## src/hw/rtl/lphash_pkg.sv

```systemverilog
`timescale 1ns / 1ps
// Package for the linear-probing hash table: sizes, command codes, beat types
// and the command/status structs between controller and datapath.
// No dependencies.
package lphash_pkg;

	localparam int TABLE_ROWS = 1024;
	localparam int KEY_BITS   = 64;
	localparam int ADDR_W     = $clog2(TABLE_ROWS);
	localparam int SLOT_W     = 10;
	localparam int MASK_W     = 10;
	localparam int CMP_W      = 17;
	localparam int CNT_W      = 32;
	localparam int HASH_W     = 32;
	localparam int PADDR_W    = 2;
	localparam int PDATA_W    = 32;

	localparam logic [MASK_W-1:0] MASK_RESET = MASK_W'(1023);

	localparam logic [PADDR_W-1:0] REG_TABLE_MASK = PADDR_W'(0);

	localparam logic [1:0] CMD_INSERT = 2'd0;
	localparam logic [1:0] CMD_LOOKUP = 2'd1;
	localparam logic [1:0] CMD_CLEAR  = 2'd2;

	typedef struct packed {
		logic [1:0]    cmd;
		logic [63:0]   key;
		logic [HASH_W-1:0] hash;
	} req_t;

	typedef struct packed {
		logic [SLOT_W-1:0] slot;
		logic              matched;
		logic              inserted;
		logic              full_res;
		logic [CNT_W-1:0]  access_total;
		logic [CNT_W-1:0]  probe_total;
	} rsp_t;

	typedef struct packed {
		logic accept;
		logic clr_init;
		logic clr_wr;
		logic rd;
		logic chk;
		logic emit;
	} dp_cmd_t;

	typedef struct packed {
		logic done;
		logic clr_last;
		logic out_free;
	} dp_stat_t;

endpackage

```

## src/hw/rtl/lphash_ctrl.sv

```systemverilog
`timescale 1ns / 1ps
// Controller: state machine sequencing accept, probe read/check, clear sweep
// and result hand-off. Depends on lphash_pkg; drives lphash_dp.
module lphash_ctrl import lphash_pkg::*; (
	input  logic       clk,
	input  logic       arst_n,
	input  logic       req_valid,
	input  logic [1:0] req_cmd,
	output logic       req_stall,
	output dp_cmd_t    cmd,
	input  dp_stat_t   stat
);

	typedef enum logic [4:0] {
		ST_IDLE  = 5'b00001,
		ST_READ  = 5'b00010,
		ST_CHECK = 5'b00100,
		ST_CLEAR = 5'b01000,
		ST_EMIT  = 5'b10000
	} state_t;

	state_t state_q;
	state_t state_d;
	logic   clr_item_q;
	logic   clr_item_d;
	logic   take;

	assign take      = (state_q == ST_IDLE) && req_valid;
	assign req_stall = (state_q != ST_IDLE);

	always_comb begin
		state_d    = state_q;
		clr_item_d = clr_item_q;
		cmd        = '0;
		unique case (state_q)
			ST_IDLE: begin
				if (take) begin
					cmd.accept = 1'b1;
					if (req_cmd == CMD_INSERT || req_cmd == CMD_LOOKUP) begin
						state_d = ST_READ;
					end else if (req_cmd == CMD_CLEAR) begin
						cmd.clr_init = 1'b1;
						clr_item_d   = 1'b1;
						state_d      = ST_CLEAR;
					end else begin
						state_d = ST_EMIT;
					end
				end
			end
			ST_READ: begin
				cmd.rd  = 1'b1;
				state_d = ST_CHECK;
			end
			ST_CHECK: begin
				cmd.chk = 1'b1;
				state_d = stat.done ? ST_EMIT : ST_READ;
			end
			ST_CLEAR: begin
				cmd.clr_wr = 1'b1;
				if (stat.clr_last) begin
					clr_item_d = 1'b0;
					state_d    = clr_item_q ? ST_EMIT : ST_IDLE;
				end
			end
			ST_EMIT: begin
				if (stat.out_free) begin
					cmd.emit = 1'b1;
					state_d  = ST_IDLE;
				end
			end
			default: begin
				state_d = ST_IDLE;
			end
		endcase
	end

	// reset starts with a clearing sweep of the key store
	always_ff @(posedge clk or negedge arst_n) begin
		if (!arst_n) begin
			state_q    <= ST_CLEAR;
			clr_item_q <= 1'b0;
		end else begin
			state_q    <= state_d;
			clr_item_q <= clr_item_d;
		end
	end

endmodule

```

## config.mk

```make
export PLATFORM = sky130hd
export DESIGN_NAME = lphash_ctrl
export DESIGN_NICKNAME = d
export VERILOG_FILES = /design/src/hw/rtl/lphash_pkg.sv /design/src/hw/rtl/lphash_ctrl.sv
export SDC_FILE = /design/constraint.sdc
export NUM_CORES = 1
export LEC_CHECK = 0
export BUFFER_PORTS_ARGS = -buffer_cell sky130_fd_sc_hd__buf_2
export CAP_MARGIN = 10
export CORE_ASPECT_RATIO = 1.1
export CORE_UTILIZATION = 25
export CTS_BUF_LIST = sky130_fd_sc_hd__clkbuf_4 sky130_fd_sc_hd__clkbuf_8 sky130_fd_sc_hd__clkbuf_16
export DETAILED_ROUTE_END_ITERATION = 8
export PLACE_DENSITY = 0.52
export SYNTH_ARGS = -nofsm -noshare
export SYNTH_HDL_FRONTEND = slang
export SYNTH_SLANG_ARGS = --single-unit
```

## constraint.sdc

```tcl
create_clock -name clk -period 2.9 [get_ports clk]
set_input_delay 0.58 -clock clk [delete_from_list [all_inputs] [get_ports clk]]
set_output_delay 0.58 -clock clk [all_outputs]
set_load 0.05 [all_outputs]
```

==> impl_metrics.py, run 1 <==
metrics = {
    "clock_network": {
        "numClockSinks": 6,
        "clk_pin_slew_ns": 0.05,
        "cts_max_path_buffers": 2,
        "clk_latency_ns": 0.25,
        "ctsResizeCount": 0,
        "cts_root_buf": "clkbuf_4",
        "postCtsHoldBufs": 0,
        "cts_buffers": 3,
        "cts_tree": "done",
        "cts-htree-levels": 1,
        "postCtsSetupBuffers": 0,
    },
    "sta": {
        "fin_skew_ns": 0.0008144,
        "whs_ns": 0.1416,
        "max_freq_mhz": 422.4,
        "worst_slew_pin_slew_ns": 0.2760,
        "relSlewSlack_pct": 81.54,
        "post-route-period-util_pct": 81.64,
        "min_period_ns": 2.368,
        "setup_tns_ns": 0,
        "hold_viol_final": 0,
        "rsz0062_at_grt": "no",
        "slew_viol_final": 0,
        "finalSetupViolCount": 0,
    },
    "routing": {
        "drt-total-wl_mm": 1.048,
        "post-route-drc-count": 0,
        "ant_nets": 0,
        "drt_iter0_markers": 2,
        "via_per_inst": 5.295,
        "avgRoutedWirePerCell_um": 13.44,
        "vias": 413,
        "firstDrtPassIters": 2,
    },
    "cells_and_area": {
        "multi_input_area_um2": 265.3,
        "utilization_pct": 34.98,
        "drive_above_1_share_pct": 47.54,
        "fillers": 167,
        "n_antenna_cell": 0,
        "syn2layout_area_growth_pct": 27.79,
        "nNetsFinal": 70,
        "ff_latch_area_um2": 151.4,
    },
    "power": {
        "irDropWorstVdd_mv": 0.5187,
        "p_per_area_nw_per_um2": 1170,
        "p_leak_nw": 0.2688,
    },
    "setup_path": {
        "rr_worst_depth": 4,
        "crit_fanout": 7,
        "cp.arrival_ns": 1.79,
        "cp_data_required_time_ns": 2.32,
        "worst_setup_path_end_kind": "output port",
        "slowest_stage": "dfrtp_1",
        "cp-start-kind": "register",
        "path_cells": "nor3b_2 -> and2_1 -> nand2_1 -> nor3b_1 -> buf_2",
        "path_class": "register to output port",
        "cpLargestDelayFamily": "simple AND/OR/NAND/NOR gates",
        "r2r_setup_slack_ns": 1.33,
        "cpPeakStageDelay_ns": 0.45,
        "worstSetupPathDepth": 5,
        "path_buf_inv": 1,
    },
    "yosys": {
        "synthDistinctLibCells": 30,
        "synthCells": 43,
        "yosys-top-cells-area": "dfrtp_1 (29%), and4bb_2 (8.6%), dfstp_2 (6.0%)",
        "synth_top_cells_by_count": "dfrtp_1 (5), nor2_1 (5), and4bb_2 (3)",
        "avgSynthCellArea_um2": 10.16,
        "seq_area_frac_synth_pct": 34.67,
        "yosys_warnings": 0,
        "synth_nets": 51,
        "synthFlopType": "dfrtp_1",
        "synth_edf_count": 0,
        "yosysTopAreaCellShare_pct": 28.65,
        "synthArstFlopShare_pct": 100.0,
        "synth_top_area_cell": "dfrtp_1",
        "synth.cell_area_um2": 436.7,
        "synth_seq_cells": 6,
    },
    "run_status": {
        "status": "complete, no violations",
    },
    "global_route": {
        "grt_pass1_wl_mm": 1.738,
        "antenna_found_initial": 0,
        "grt_pass1_vias": 384,
        "gr-total-overflow": 0,
        "grt_max_degree": 9,
        "grt_usage_pct": 13.16,
    },
    "floorplanning": {
        "die_y_um": 45.84,
        "rows": 15,
        "die_area_um2": 1918,
        "core_area_um2": 1595,
        "pin_count": 15,
        "dieWidth_um": 41.85,
        "start_util_pct": 27.37,
    },
    "place": {
        "io_buffers": 14,
        "hpwl_um": 804.8,
        "place.gp.congestion": 0.7167,
    },
    "run": {
        "drv_cap": 0,
    },
    "min_path": {
        "worstHoldPathType": "input port to asynchronous set/reset pin",
    },
}
sequential cells by signal, indices dropped and copies added, names as in the netlist:
name        flops
state_q         5
clr_item_q      1
where the power goes:
group          internal [mW]  total, mW  switching (mW)
clock network         0.0616     0.0932          0.0317
logic                  0.142      0.396           0.254
registers              0.116      0.164          0.0482
layout by cell type (no fill, tap or decap), types with 2 or more instances in the layout:
cell type  netlist  final
buf_2            0     14
nor2_1           5      5
dfrtp_1          5      5
clkbuf_4         0      4
and4bb_2         3      3
nand2_1          2      2
and4_1           2      2
inv_1            2      2
path summary, 6_finish.rpt:
check,endpoint,start
setup / recovery,cmd[4],state_q[0]
hold / removal,state_q[1],arst_n
setup reg to reg,state_q[0],state_q[3]
hold reg to reg,clr_item_q,clr_item_q
max in group asynchronous,state_q[3],arst_n
min in group clk,state_q[3],stat[1]
layer usage:
layer,vias to the layer above,GRT usage (%),wire length [µm]
met3,2,4.762,44
li1,207,-,-
met2,13,20.94,492
met1,191,14.66,491
met5,-,0,0
met4,0,9.677,19
logic make-up (layout without fill, tap and decap cells):
logic type / Yosys count / after routing / synth area share, %
simple gates: 21 / 21 / 34.96
xor+xnor: 1 / 1 / 2.006
flops: 6 / 6 / 34.67
compound gates: 11 / 11 / 23.78
buf+inv: 4 / 22 / 4.585
cell type report:
| type | instances | area share, % |
|---|---|---|
| repair buffers | 14 | 12.56 |
| multi-input cells | 33 | 47.53 |
| clock buffers | 4 | 5.381 |
| flip-flops and latches | 6 | 27.13 |
| inverters | 4 | 3.587 |
| well taps | 17 | 3.812 |
metrics by stage:
stage          std cells  setup WS (ns)  instance area (µm²)  total power [mW]
2_1_floorplan         43         0.2610                436.7            0.4733
3_3_place_gp          74         0.8039                528.0            0.5612
3_5_place_dp          74         0.7801                528.0            0.5626
6_report              78         0.5324                558.0            0.6529
4_1_cts               78         0.5007                558.0            0.6598
5_1_grt               78         0.3504                558.0            0.7078
Note: power is estimated with default switching activity, not from simulation.
==> inputs of run 2 (changes only) <==
clock period = 2.4 ns   (was 2.9 ns; I/O delays follow)
==> impl_metrics.py, run 2 (synthesis gave the netlist of run 1 again) <==
metrics = {
    "run": {
        "drv_cap": 0,
    },
    "clock_network": {
        "cts_buffers": 3,
        "cts_max_path_buffers": 2,
        "cts_tree": "done",
        "clk_latency_ns": 0.24,
        "clk_pin_slew_ns": 0.05,
        "numClockSinks": 6,
        "cts_root_buf": "clkbuf_4",
        "cts-htree-levels": 1,
    },
    "routing": {
        "vias": 413,
        "avgRoutedWirePerCell_um": 13.01,
        "ant_nets": 0,
        "post-route-drc-count": 0,
        "firstDrtPassIters": 2,
        "drt_iter0_markers": 6,
        "via_per_inst": 5.295,
        "drt-total-wl_mm": 1.015,
    },
    "floorplanning": {
        "pin_count": 15,
        "dieWidth_um": 41.85,
        "die_y_um": 45.84,
        "die_area_um2": 1918,
        "start_util_pct": 27.37,
        "rows": 15,
        "core_area_um2": 1595,
    },
    "sta": {
        "post-route-period-util_pct": 92.14,
        "slew_viol_final": 0,
        "finalSetupViolCount": 0,
        "fin_skew_ns": 0.0008778,
        "min_period_ns": 2.211,
        "max_freq_mhz": 452.2,
        "setup_tns_ns": 0,
        "relSlewSlack_pct": 83.52,
        "hold_viol_final": 0,
        "worst_slew_pin_slew_ns": 0.2465,
        "rsz0062_at_grt": "no",
    },
    "global_route": {
        "antenna_found_initial": 0,
        "grt_max_degree": 9,
        "gr-total-overflow": 0,
        "grt_usage_pct": 12.04,
        "grt_pass1_vias": 373,
        "grt_pass1_wl_mm": 1.704,
    },
    "cells_and_area": {
        "fillers": 159,
        "fin_cells": 78,
        "nNetsFinal": 70,
        "n_antenna_cell": 0,
        "layout_commonest_cell": "buf_2",
        "largest_reg_flops": 5,
        "top_register": "state_q",
        "drive_above_1_share_pct": 49.18,
        "syn2layout_area_growth_pct": 30.95,
        "final_cell_mix": "buf_2 (13), nor2_1 (5), clkbuf_4 (5), dfrtp_1 (5), and4bb_2 (3)",
        "top_regs": "state_q: 5 flops, clr_item_q: 1 flops",
        "fin_area_um2": 571.8,
    },
    "place": {
        "placed_area_um2": 533.0,
        "place.gp.congestion": 0.6817,
        "hpwl_um": 775.8,
        "io_buffers": 14,
        "dp_cells": 74,
    },
    "run_status": {
        "status": "complete, no violations",
    },
    "setup_path": {
        "cp-start-kind": "register",
        "path_class": "register to output port",
        "rr_startpoint": "state_q[3]",
        "cp_data_required_time_ns": 1.92,
        "cp.arrival_ns": 1.73,
        "crit_fanout": 7,
        "startpoint": "state_q[0]",
        "worst_setup_path_end_kind": "output port",
    },
    "power": {
        "irDropWorstVdd_mv": 0.5755,
        "p_leak_nw": 0.2704,
        "p_per_area_nw_per_um2": 1403,
    },
    "min_path": {
        "worstHoldPathType": "input port to asynchronous set/reset pin",
    },
}
run 2: report_power, final:
group	internal, mW	switching (mW)	total, mW
Clock	0.0743	0.0374	0.112
Sequential	0.140	0.0605	0.200
Combinational	0.182	0.308	0.490
run 2: layout make-up:
cell class,count,area (µm²),share of cell area (%)
Tap cell,17,21.27,3.720
Inverter,4,20.02,3.501
Multi-Input combinational cell,33,276.5,48.36
Timing Repair Buffer,14,72.57,12.69
Clock buffer,4,30.03,5.252
Sequential cell,6,151.4,26.48
run 2: critical path, cell delays in order, from the launching register on:
cell and delay (ns):
dfrtp_1 0.46, nor3b_4 0.27, and2_1 0.22, nand2_1 0.11, nor3b_2 0.18, clkbuf_4 0.24
run 2: repair_timing:
action,4_1_cts,5_1_grt
hold buffers,0,0
setup endpoints to repair,0,1
buffers inserted,0,0
hold endpoints to repair,0,0
resized for setup,0,2
run 2: path summary, 6_finish.rpt:
path | end | slack (ns) | cells after the start
setup reg to reg | state_q[0] | 0.80 | 4
hold reg to reg | clr_item_q | 0.58 | 1
setup / recovery | cmd[4] | 0.19 | 5
max in group asynchronous | state_q[3] | 2.13 | 1
hold / removal | state_q[0] | 0.05 | 1
min in group clk | state_q[3] | 0.44 | 2
run 2: per-layer routing:
layer	global-route usage, %	vias up	wire length (µm)
met4	3.871	0	0
met2	19.06	14	479
met3	4.762	0	61
li1	-	206	-
met5	0	-	0
met1	15.11	193	474
run 2: metrics by stage:
stage | hold WS, ns | worst slack (ns) | power [mW] | utilization, %
detailed placement | 0.3101 | 0.4018 | 0.6767 | 33.41
global route | 0.03916 | 0.002775 | 0.8720 | 35.84
global placement | 0.3064 | 0.4214 | 0.6778 | 33.41
finish | 0.04844 | 0.1887 | 0.8020 | 35.84
floorplan | 0.1844 | 0.3387 | 0.5741 | -
CTS | 0.04435 | 0.1230 | 0.7955 | 35.29
